===== config.mk =====
export PLATFORM = sky130hd
export DESIGN_NAME = coverage_srcover_blend_core
export DESIGN_NICKNAME = d
export VERILOG_FILES = /design/src/hw/rtl/csb_pkg.sv /design/src/hw/rtl/csb_scale.sv /design/src/hw/rtl/csb_blend.sv /design/src/hw/rtl/coverage_srcover_blend_core.sv
export VERILOG_INCLUDE_DIRS = /design/src /design/src/hw/rtl
export SDC_FILE = /design/constraint.sdc
export NUM_CORES = 2
export LEC_CHECK = 0
export BUFFER_PORTS_ARGS = -buffer_cell sky130_fd_sc_hd__buf_4
export CAP_MARGIN = 15
export CELL_PAD_IN_SITES_DETAIL_PLACEMENT = 0
export CELL_PAD_IN_SITES_GLOBAL_PLACEMENT = 1
export CORE_ASPECT_RATIO = 0.7
export CORE_UTILIZATION = 33
export CTS_CLUSTER_DIAMETER = 80
export DETAILED_ROUTE_END_ITERATION = 10
export PLACE_DENSITY = 0.62
export SLEW_MARGIN = 20
export SYNTH_ARGS = -nofsm -noshare
export SYNTH_HDL_FRONTEND = slang
export SYNTH_HIERARCHICAL = 1
export SYNTH_SLANG_ARGS = --single-unit

===== constraint.sdc =====
create_clock -name clk -period 6.45 [get_ports clk]
set_input_delay 0.9675 -clock clk [delete_from_list [all_inputs] [get_ports clk]]
set_output_delay 0.9675 -clock clk [all_outputs]
set_load 0.02 [all_outputs]

===== src/hw/rtl/coverage_srcover_blend_core_defines.svh =====
// Assertion macros shared by the coverage source-over blend RTL.
`ifndef COVERAGE_SRCOVER_BLEND_CORE_DEFINES_SVH
`define COVERAGE_SRCOVER_BLEND_CORE_DEFINES_SVH

// Same-cycle implication, disabled while reset is asserted.
`define CSB_ASSERT(label, clk, rst_n, ante, cons, msg) \
	label: assert property (@(posedge clk) disable iff (!rst_n) (ante) |-> (cons)) \
		else $error(msg);

// Next-cycle implication, disabled while reset is asserted.
`define CSB_ASSERT_NEXT(label, clk, rst_n, ante, cons, msg) \
	label: assert property (@(posedge clk) disable iff (!rst_n) (ante) |=> (cons)) \
		else $error(msg);

`endif


===== src/hw/rtl/csb_pkg.sv =====
// Types, constants and unorm helpers for the coverage source-over blend.
`default_nettype none

package csb_pkg;

	localparam int unsigned ChanW  = 8;
	localparam int unsigned ProdW  = 2 * ChanW;
	localparam int unsigned CfgIdxW = 3;

	localparam logic [ChanW-1:0] UnormMax = {ChanW{1'b1}};

	// register indexes of the config port
	typedef enum logic [CfgIdxW-1:0] {
		CFG_SRC_RED   = 3'd0,
		CFG_SRC_GREEN = 3'd1,
		CFG_SRC_BLUE  = 3'd2,
		CFG_SRC_ALPHA = 3'd3,
		CFG_COV_EN    = 3'd4
	} cfg_idx_t;

	typedef struct packed {
		logic [ChanW-1:0] red;
		logic [ChanW-1:0] green;
		logic [ChanW-1:0] blue;
		logic [ChanW-1:0] alpha;
	} rgba_t;

	typedef struct packed {
		logic [ProdW-1:0] red;
		logic [ProdW-1:0] green;
		logic [ProdW-1:0] blue;
		logic [ProdW-1:0] alpha;
	} prod_t;

	// scale stage -> blend stage
	typedef struct packed {
		logic             valid;
		logic             last;
		rgba_t            src;
		rgba_t            dst;
		logic [ChanW-1:0] inv;
	} scaled_t;

	// round(p / 255) for p <= 255*255, equal to floor((p + 127) / 255)
	function automatic logic [ChanW-1:0] mul255(input logic [ProdW-1:0] p);
		logic [ProdW:0] t;
		logic [ProdW:0] u;
		begin
			t = {1'b0, p} + (ProdW+1)'(128);
			u = t + (ProdW+1)'(t >> ChanW);
			mul255 = u[ChanW +: ChanW];
		end
	endfunction

	function automatic logic [ChanW-1:0] sat_add(input logic [ChanW-1:0] a,
		input logic [ChanW-1:0] b);
		logic [ChanW:0] s;
		begin
			s = {1'b0, a} + {1'b0, b};
			sat_add = s[ChanW] ? UnormMax : s[ChanW-1:0];
		end
	endfunction

endpackage

`default_nettype wire


===== src/hw/rtl/csb_scale.sv =====
// Stages 1-2: scale the solid source color by coverage, form 255 - alpha.
`default_nettype none

module csb_scale import csb_pkg::*; (
	input  wire logic             clk,
	input  wire logic             arst_n,
	input  wire logic             in_valid,
	input  wire rgba_t            in_dst,
	input  wire logic [ChanW-1:0] in_cov,
	input  wire logic             in_last,
	input  wire rgba_t            cfg_src,
	input  wire logic             cfg_cov_en,
	output scaled_t               scaled
);

	logic             valid_s1;
	logic             last_s1;
	rgba_t            dst_s1;
	prod_t            prod_s1;
	logic             valid_s2;
	logic             last_s2;
	rgba_t            dst_s2;
	rgba_t            src_s2;
	logic [ChanW-1:0] inv_s2;
	logic [ChanW-1:0] cov;
	rgba_t            src_scaled;

	assign cov = cfg_cov_en ? in_cov : UnormMax;

	always_ff @(posedge clk or negedge arst_n) begin
		if (!arst_n) begin
			valid_s1 <= 1'b0;
			valid_s2 <= 1'b0;
		end else begin
			valid_s1 <= in_valid;
			valid_s2 <= valid_s1;
		end
	end

	// stage 1: four 8x8 products
	always_ff @(posedge clk) begin
		last_s1       <= in_last;
		dst_s1        <= in_dst;
		prod_s1.red   <= ProdW'(cfg_src.red)   * ProdW'(cov);
		prod_s1.green <= ProdW'(cfg_src.green) * ProdW'(cov);
		prod_s1.blue  <= ProdW'(cfg_src.blue)  * ProdW'(cov);
		prod_s1.alpha <= ProdW'(cfg_src.alpha) * ProdW'(cov);
	end

	always_comb begin
		src_scaled.red   = mul255(prod_s1.red);
		src_scaled.green = mul255(prod_s1.green);
		src_scaled.blue  = mul255(prod_s1.blue);
		src_scaled.alpha = mul255(prod_s1.alpha);
	end

	// stage 2: back to unorm
	always_ff @(posedge clk) begin
		last_s2 <= last_s1;
		dst_s2  <= dst_s1;
		src_s2  <= src_scaled;
		inv_s2  <= UnormMax - src_scaled.alpha;
	end

	assign scaled.valid = valid_s2;
	assign scaled.last  = last_s2;
	assign scaled.src   = src_s2;
	assign scaled.dst   = dst_s2;
	assign scaled.inv   = inv_s2;

endmodule

`default_nettype wire


===== src/hw/rtl/csb_blend.sv =====
// Stages 3-4: dst * (255 - alpha), add scaled source, saturate.
`default_nettype none

module csb_blend import csb_pkg::*; (
	input  wire logic    clk,
	input  wire logic    arst_n,
	input  wire scaled_t scaled,
	output logic         out_valid,
	output logic         out_last,
	output rgba_t        out_pix
);

	logic  valid_s3;
	logic  last_s3;
	rgba_t src_s3;
	prod_t prod_s3;
	logic  valid_s4;
	logic  last_s4;
	rgba_t pix_s4;

	always_ff @(posedge clk or negedge arst_n) begin
		if (!arst_n) begin
			valid_s3 <= 1'b0;
			valid_s4 <= 1'b0;
		end else begin
			valid_s3 <= scaled.valid;
			valid_s4 <= valid_s3;
		end
	end

	// stage 3: destination products
	always_ff @(posedge clk) begin
		last_s3       <= scaled.last;
		src_s3        <= scaled.src;
		prod_s3.red   <= ProdW'(scaled.dst.red)   * ProdW'(scaled.inv);
		prod_s3.green <= ProdW'(scaled.dst.green) * ProdW'(scaled.inv);
		prod_s3.blue  <= ProdW'(scaled.dst.blue)  * ProdW'(scaled.inv);
		prod_s3.alpha <= ProdW'(scaled.dst.alpha) * ProdW'(scaled.inv);
	end

	// stage 4: round, add, clamp
	always_ff @(posedge clk) begin
		last_s4      <= last_s3;
		pix_s4.red   <= sat_add(src_s3.red,   mul255(prod_s3.red));
		pix_s4.green <= sat_add(src_s3.green, mul255(prod_s3.green));
		pix_s4.blue  <= sat_add(src_s3.blue,  mul255(prod_s3.blue));
		pix_s4.alpha <= sat_add(src_s3.alpha, mul255(prod_s3.alpha));
	end

	assign out_valid = valid_s4;
	assign out_last  = last_s4;
	assign out_pix   = pix_s4;

endmodule

`default_nettype wire


===== src/hw/rtl/coverage_srcover_blend_core.sv =====
// Top level of the coverage-scaled solid-color source-over blend pipeline.
`default_nettype none

// Solid-color source-over blend, RGBA8 in, RGBA8 out. An item (one
// destination pixel, its coverage and the last-pixel mark) is taken at every
// clock edge where start is high; busy is always low, so the block sustains
// one item per cycle. Each item yields exactly one result from stage s4:
// done is high for one cycle and out_red..out_alpha/out_last hold the result
// during that cycle only. There is no backpressure - the receiver must take
// every result as it appears. The result passes four pipeline stages:
//   s1  source * coverage (four 8x8 multipliers)
//   s2  divide by 255 with rounding, alpha inverse
//   s3  destination * (255 - scaled alpha)
//   s4  divide by 255, add scaled source, clamp to 255
// Products are rounded to nearest: round(p/255). The source color is not
// premultiplied, so a color channel can exceed alpha and saturate.
// Config registers (index: name): 0 red, 1 green, 2 blue, 3 alpha, 4 coverage
// enable. Write only while the pipe is empty; writes to other indexes are
// dropped. With coverage enable low the coverage input is treated as 255.

`include "coverage_srcover_blend_core_defines.svh"

module coverage_srcover_blend_core import csb_pkg::*; (
	input  wire logic               clk,
	input  wire logic               arst_n,
	// config write port
	input  wire logic               cfg_we,
	input  wire logic [CfgIdxW-1:0] cfg_index,
	input  wire logic [ChanW-1:0]   cfg_data,
	// item in
	input  wire logic               start,
	output logic                    busy,
	input  wire logic [ChanW-1:0]   dest_red,
	input  wire logic [ChanW-1:0]   dest_green,
	input  wire logic [ChanW-1:0]   dest_blue,
	input  wire logic [ChanW-1:0]   dest_alpha,
	input  wire logic [ChanW-1:0]   coverage,
	input  wire logic               last_pixel,
	// result out
	output logic                    done,
	output logic [ChanW-1:0]        out_red,
	output logic [ChanW-1:0]        out_green,
	output logic [ChanW-1:0]        out_blue,
	output logic [ChanW-1:0]        out_alpha,
	output logic                    out_last
);

	rgba_t   src_color_q;
	logic    cov_en_q;
	logic    accept;
	rgba_t   dst;
	rgba_t   pix;
	scaled_t scaled;

	// fully pipelined, never stalls
	assign busy   = 1'b0;
	assign accept = start & ~busy;

	// config registers
	always_ff @(posedge clk or negedge arst_n) begin
		if (!arst_n) begin
			src_color_q.red   <= ChanW'(0);
			src_color_q.green <= ChanW'(128);
			src_color_q.blue  <= ChanW'(0);
			src_color_q.alpha <= ChanW'(128);
			cov_en_q          <= 1'b1;
		end else if (cfg_we) begin
			case (cfg_idx_t'(cfg_index))
				CFG_SRC_RED:   src_color_q.red   <= cfg_data;
				CFG_SRC_GREEN: src_color_q.green <= cfg_data;
				CFG_SRC_BLUE:  src_color_q.blue  <= cfg_data;
				CFG_SRC_ALPHA: src_color_q.alpha <= cfg_data;
				CFG_COV_EN:    cov_en_q          <= cfg_data[0];
				default:       ;
			endcase
		end
	end

	assign dst.red   = dest_red;
	assign dst.green = dest_green;
	assign dst.blue  = dest_blue;
	assign dst.alpha = dest_alpha;

	csb_scale u_scale (
		.clk        (clk),
		.arst_n     (arst_n),
		.in_valid   (accept),
		.in_dst     (dst),
		.in_cov     (coverage),
		.in_last    (last_pixel),
		.cfg_src    (src_color_q),
		.cfg_cov_en (cov_en_q),
		.scaled     (scaled)
	);

	csb_blend u_blend (
		.clk       (clk),
		.arst_n    (arst_n),
		.scaled    (scaled),
		.out_valid (done),
		.out_last  (out_last),
		.out_pix   (pix)
	);

	assign out_red   = pix.red;
	assign out_green = pix.green;
	assign out_blue  = pix.blue;
	assign out_alpha = pix.alpha;

	// every accepted item comes out of stage s4 with done high
	`CSB_ASSERT(a_latency, clk, arst_n, accept, ##4 done, "item result missing")
	// last mark travels with its item
	`CSB_ASSERT(a_last_kept, clk, arst_n, accept, ##4 (out_last == $past(last_pixel, 4)), "last mark lost")
	// zero coverage leaves the destination untouched
	`CSB_ASSERT(a_zero_cov, clk, arst_n, accept && cov_en_q && (coverage == '0), ##4 ((out_red == $past(dest_red, 4)) && (out_alpha == $past(dest_alpha, 4))), "zero coverage changed pixel")
	// idle input gives an idle output slot in the pipe
	`CSB_ASSERT_NEXT(a_s1_idle, clk, arst_n, !accept, ##3 (done == 1'b0), "result without item")

endmodule

`default_nettype wire

==> impl_metrics.tcl <==
set metrics [dict create \
    status "finished, final reports clean" \
    port_buffers 89 \
    hold_path_depth 0 \
    core.rowCount 91 \
    rsz0062_at_grt "no" \
    synth-seq-area-share 0.236 \
    via_per_inst 4.55 \
    slowest_stage "a31oi_1" \
    clock_path_buffers 3 \
    synth-edff-count 0 \
    path_buf_inv 1 \
    slew_viol_final 0 \
    cp_max_fo 10 \
    dr.pass1.iters 5 \
    globalplace.congestion 0.770 \
    gr-total-overflow 0 \
    diodes 0 \
    synthTopCellsByCount "inv_1 (464), and2_1 (412), ha_1 (387)" \
    syn_avg_cell_area_sq_um 9.56 \
    wl_per_cell_um 14.7 \
    final_util 0.373 \
    coreArea_sq_um 88100 \
    die_y_um 252 \
    dr.first_iter.drc_count 907 \
    async_flop_share 0.110 \
    hpwl_um 50200 \
    cp_top_family "compound AO/OA/AOI/OAI gates" \
    relSlewSlack 0.310 \
    critPathRequiredTime_ns 6.87 \
    nets 3898 \
    setup_tns_ns 0 \
    cts_tree "built" \
    path_cells "ha_1, nand3_1, xor2_1, inv_1, ha_1, a21o_1, a21oi_1, a31oi_1, a211oi_2, mux2_2, a31oi_1, xor2_1, ha_1, nor2b_1, o21ai_0, a21boi_0, o21ai_0, nand2b_1, a31oi_1, o21ai_0" \
    grt_max_degree 38 \
    yosys.area.top_type_share 0.204 \
    finalCritPeriodShare 0.852 \
    layout-drive-gt1-share 0.0817 \
    vias 19800 \
    synth_most_common_cell "inv_1" \
    synth-seq-cells 337 \
    netlist_top_cells_area "dfxtp_1 (20%), fa_1 (20%), ha_1 (16%), and2_1 (8.8%), inv_1 (5.9%)" \
    die_area_sq_um 90300 \
    cts_max_level 2 \
    netlist_instances 3075 \
    postCtsSetupBuffers 0 \
    timing.rr.start "u_blend/prod_s3[56]$_DFF_P_" \
    cts-root-buf "clkbuf_16" \
    cts_sinks 337 \
    hold_viol_final 0 \
    synthFlopType "dfxtp_1" \
    route.detailed.drc 0 \
    syn_area_sq_um 29400 \
    final_antenna_net_count 0 \
    area_delta_synth_final_pct 11.9 \
    crit_type "reg2reg" \
    skew_ns 0.0193 \
    crit_cells 20 \
    maxCapViolations 0 \
    critPathArrivalTime_ns 5.92 \
    synth_top_cell_by_area "dfxtp_1" \
    routed_wirelength_um 64300 \
    initial_utilization 0.334 \
    antenna_found_initial 1 \
    track_usage 0.148 \
    worstHoldStart "u_scale/last_s2$_DFF_P_" \
    reg2regPathDepth 20 \
    cts_hold_repair.buffers 0 \
    finalHoldWorstSlack_ns 0.322 \
    ys_types 92 \
    worst_hold_path_type "reg2reg" \
    fin_crit_ns 5.50 \
    grt_pass1_vias 20100 \
    worstMarginPinSlew_ns 1.03 \
    startpoint_type "flip-flop" \
    critPathLaunch "u_blend/prod_s3[56]$_DFF_P_" \
    ys_warn_count 6 \
    die_x_um 359 \
    cp_slowest_stage_delay_ns 0.48 \
    fill_cells 8945 \
    cts_resized 0 \
    ios 91 \
    grt_pass1_wl_um 108000 \
    clk_pin_slew_ns 0.06 \
    numCtsBuffers 40 \
    critPathCaptureType "flip-flop" \
    worstSkewPairLatency_ns 0.58 \
    max_freq_ghz 0.182 \
    setup_viol 0 \
    syn_nets 3810 \
]
-- registers in the layout, summed over array words and instances, names as in the netlist, 8 cells and up --
name / flops
u_scale/prod_s1: 64
u_scale/inv_s2: 8
u_blend/src_s3: 32
u_scale/scaled: 64
u_blend/out_pix: 32
u_scale/dst_s1: 32
src_color_q: 32
u_blend/prod_s3: 64
-- through the flow --
stage	cells	cell area, sq um	setup slack [ns]
after floorplan	3075	29400	1.37
after CTS	4357	32900	0.844
after detailed placement	4283	31400	0.617
final	4357	32900	0.953
after global routing	4357	32900	0.349
after global placement	4283	31400	0.647
-- cell type report --
| cell class | instances | area [sq um] | share of cell area |
|---|---|---|---|
| Sequential cell | 337 | 6940 | 0.211 |
| Clock inverter | 25 | 330 | 0.0100 |
| Timing Repair Buffer | 113 | 861 | 0.0262 |
| Tap cell | 1162 | 1450 | 0.0442 |
| Clock buffer | 49 | 1130 | 0.0342 |
| Multi-Input combinational cell | 2207 | 20400 | 0.621 |
| Inverter | 464 | 1740 | 0.0530 |
-- logic make-up after synthesis --
family          Yosys count  share of synthesized area
simple gates            977                      0.183
compound gates          299                     0.0709
xor+xnor                211                     0.0629
other cells               1                   0.000128
mux                      40                     0.0152
fa+ha+maj               679                      0.364
flops                   337                      0.236
buf+inv                 531                     0.0690
-- layout by cell type (no fill, tap or decap), types with 6 or more instances in the layout --
cell	synthesis	routed
nor3_1	39	39
o21bai_1	9	9
inv_1	464	464
xnor2_1	152	152
o22ai_1	7	7
o41a_1	6	6
nand3b_1	8	8
a31o_2	6	6
a21oi_1	71	71
nand3_1	52	52
a41o_1	6	6
clkinv_2	0	6
o21a_1	26	26
ha_1	387	387
nand4_1	12	12
mux2_2	36	36
clkbuf_8	0	7
nor2_1	123	123
a31oi_1	17	17
o41ai_1	12	12
bufinv_16	0	7
nor2b_1	39	39
nand2b_1	25	25
nand2_1	198	198
o211ai_1	20	20
fa_1	292	292
and2_1	412	412
dfxtp_1	300	300
and3_1	18	18
or3_1	13	13
xor2_1	59	59
dfrtp_1	34	34
clkbuf_16	0	41
a21o_1	20	20
buf_4	4	112
o21ai_0	46	46
-- worst register-to-register path, cell delays in order (launching register included) --
cell and delay (ns):
dfxtp_1 0.44, ha_1 0.42, nand3_1 0.15, xor2_1 0.26, inv_1 0.16, ha_1 0.33, a21o_1 0.18, a21oi_1 0.20
a31oi_1 0.14, a211oi_2 0.44, mux2_2 0.39, a31oi_1 0.18, xor2_1 0.23, ha_1 0.30, nor2b_1 0.15, o21ai_0 0.20
a21boi_0 0.14, o21ai_0 0.23, nand2b_1 0.12, a31oi_1 0.48, o21ai_0 0.21
-- path summary, 6_finish.rpt --
kind	endpoint	slack, ns
worst max-delay path	u_blend/out_pix[28]$_SDFF_PP1_	0.95
worst min-delay path	u_blend/last_s3$_DFF_P_	0.32
worst max register to register	u_blend/out_pix[28]$_SDFF_PP1_	0.95
worst min register to register	u_blend/last_s3$_DFF_P_	0.32
max in group asynchronous	cov_en_q$_DFFE_PN1P_	5.73
min in group asynchronous	u_scale/valid_s1$_DFF_PN0_	0.35
-- layer usage --
| layer | vias up | GRT usage | share of wire |
|---|---|---|---|
| li1 | 10100 | - | - |
| met1 | 9458 | 0.231 | 0.55 |
| met2 | 225 | 0.208 | 0.39 |
| met3 | 56 | 0.0248 | 0.039 |
| met4 | 0 | 0.0299 | 0.016 |
| met5 | - | 0 | 0 |
Power is left out: the tool's default activity adds up to more than one toggle a clock period on the data nets, which glitch-free logic cannot reach.
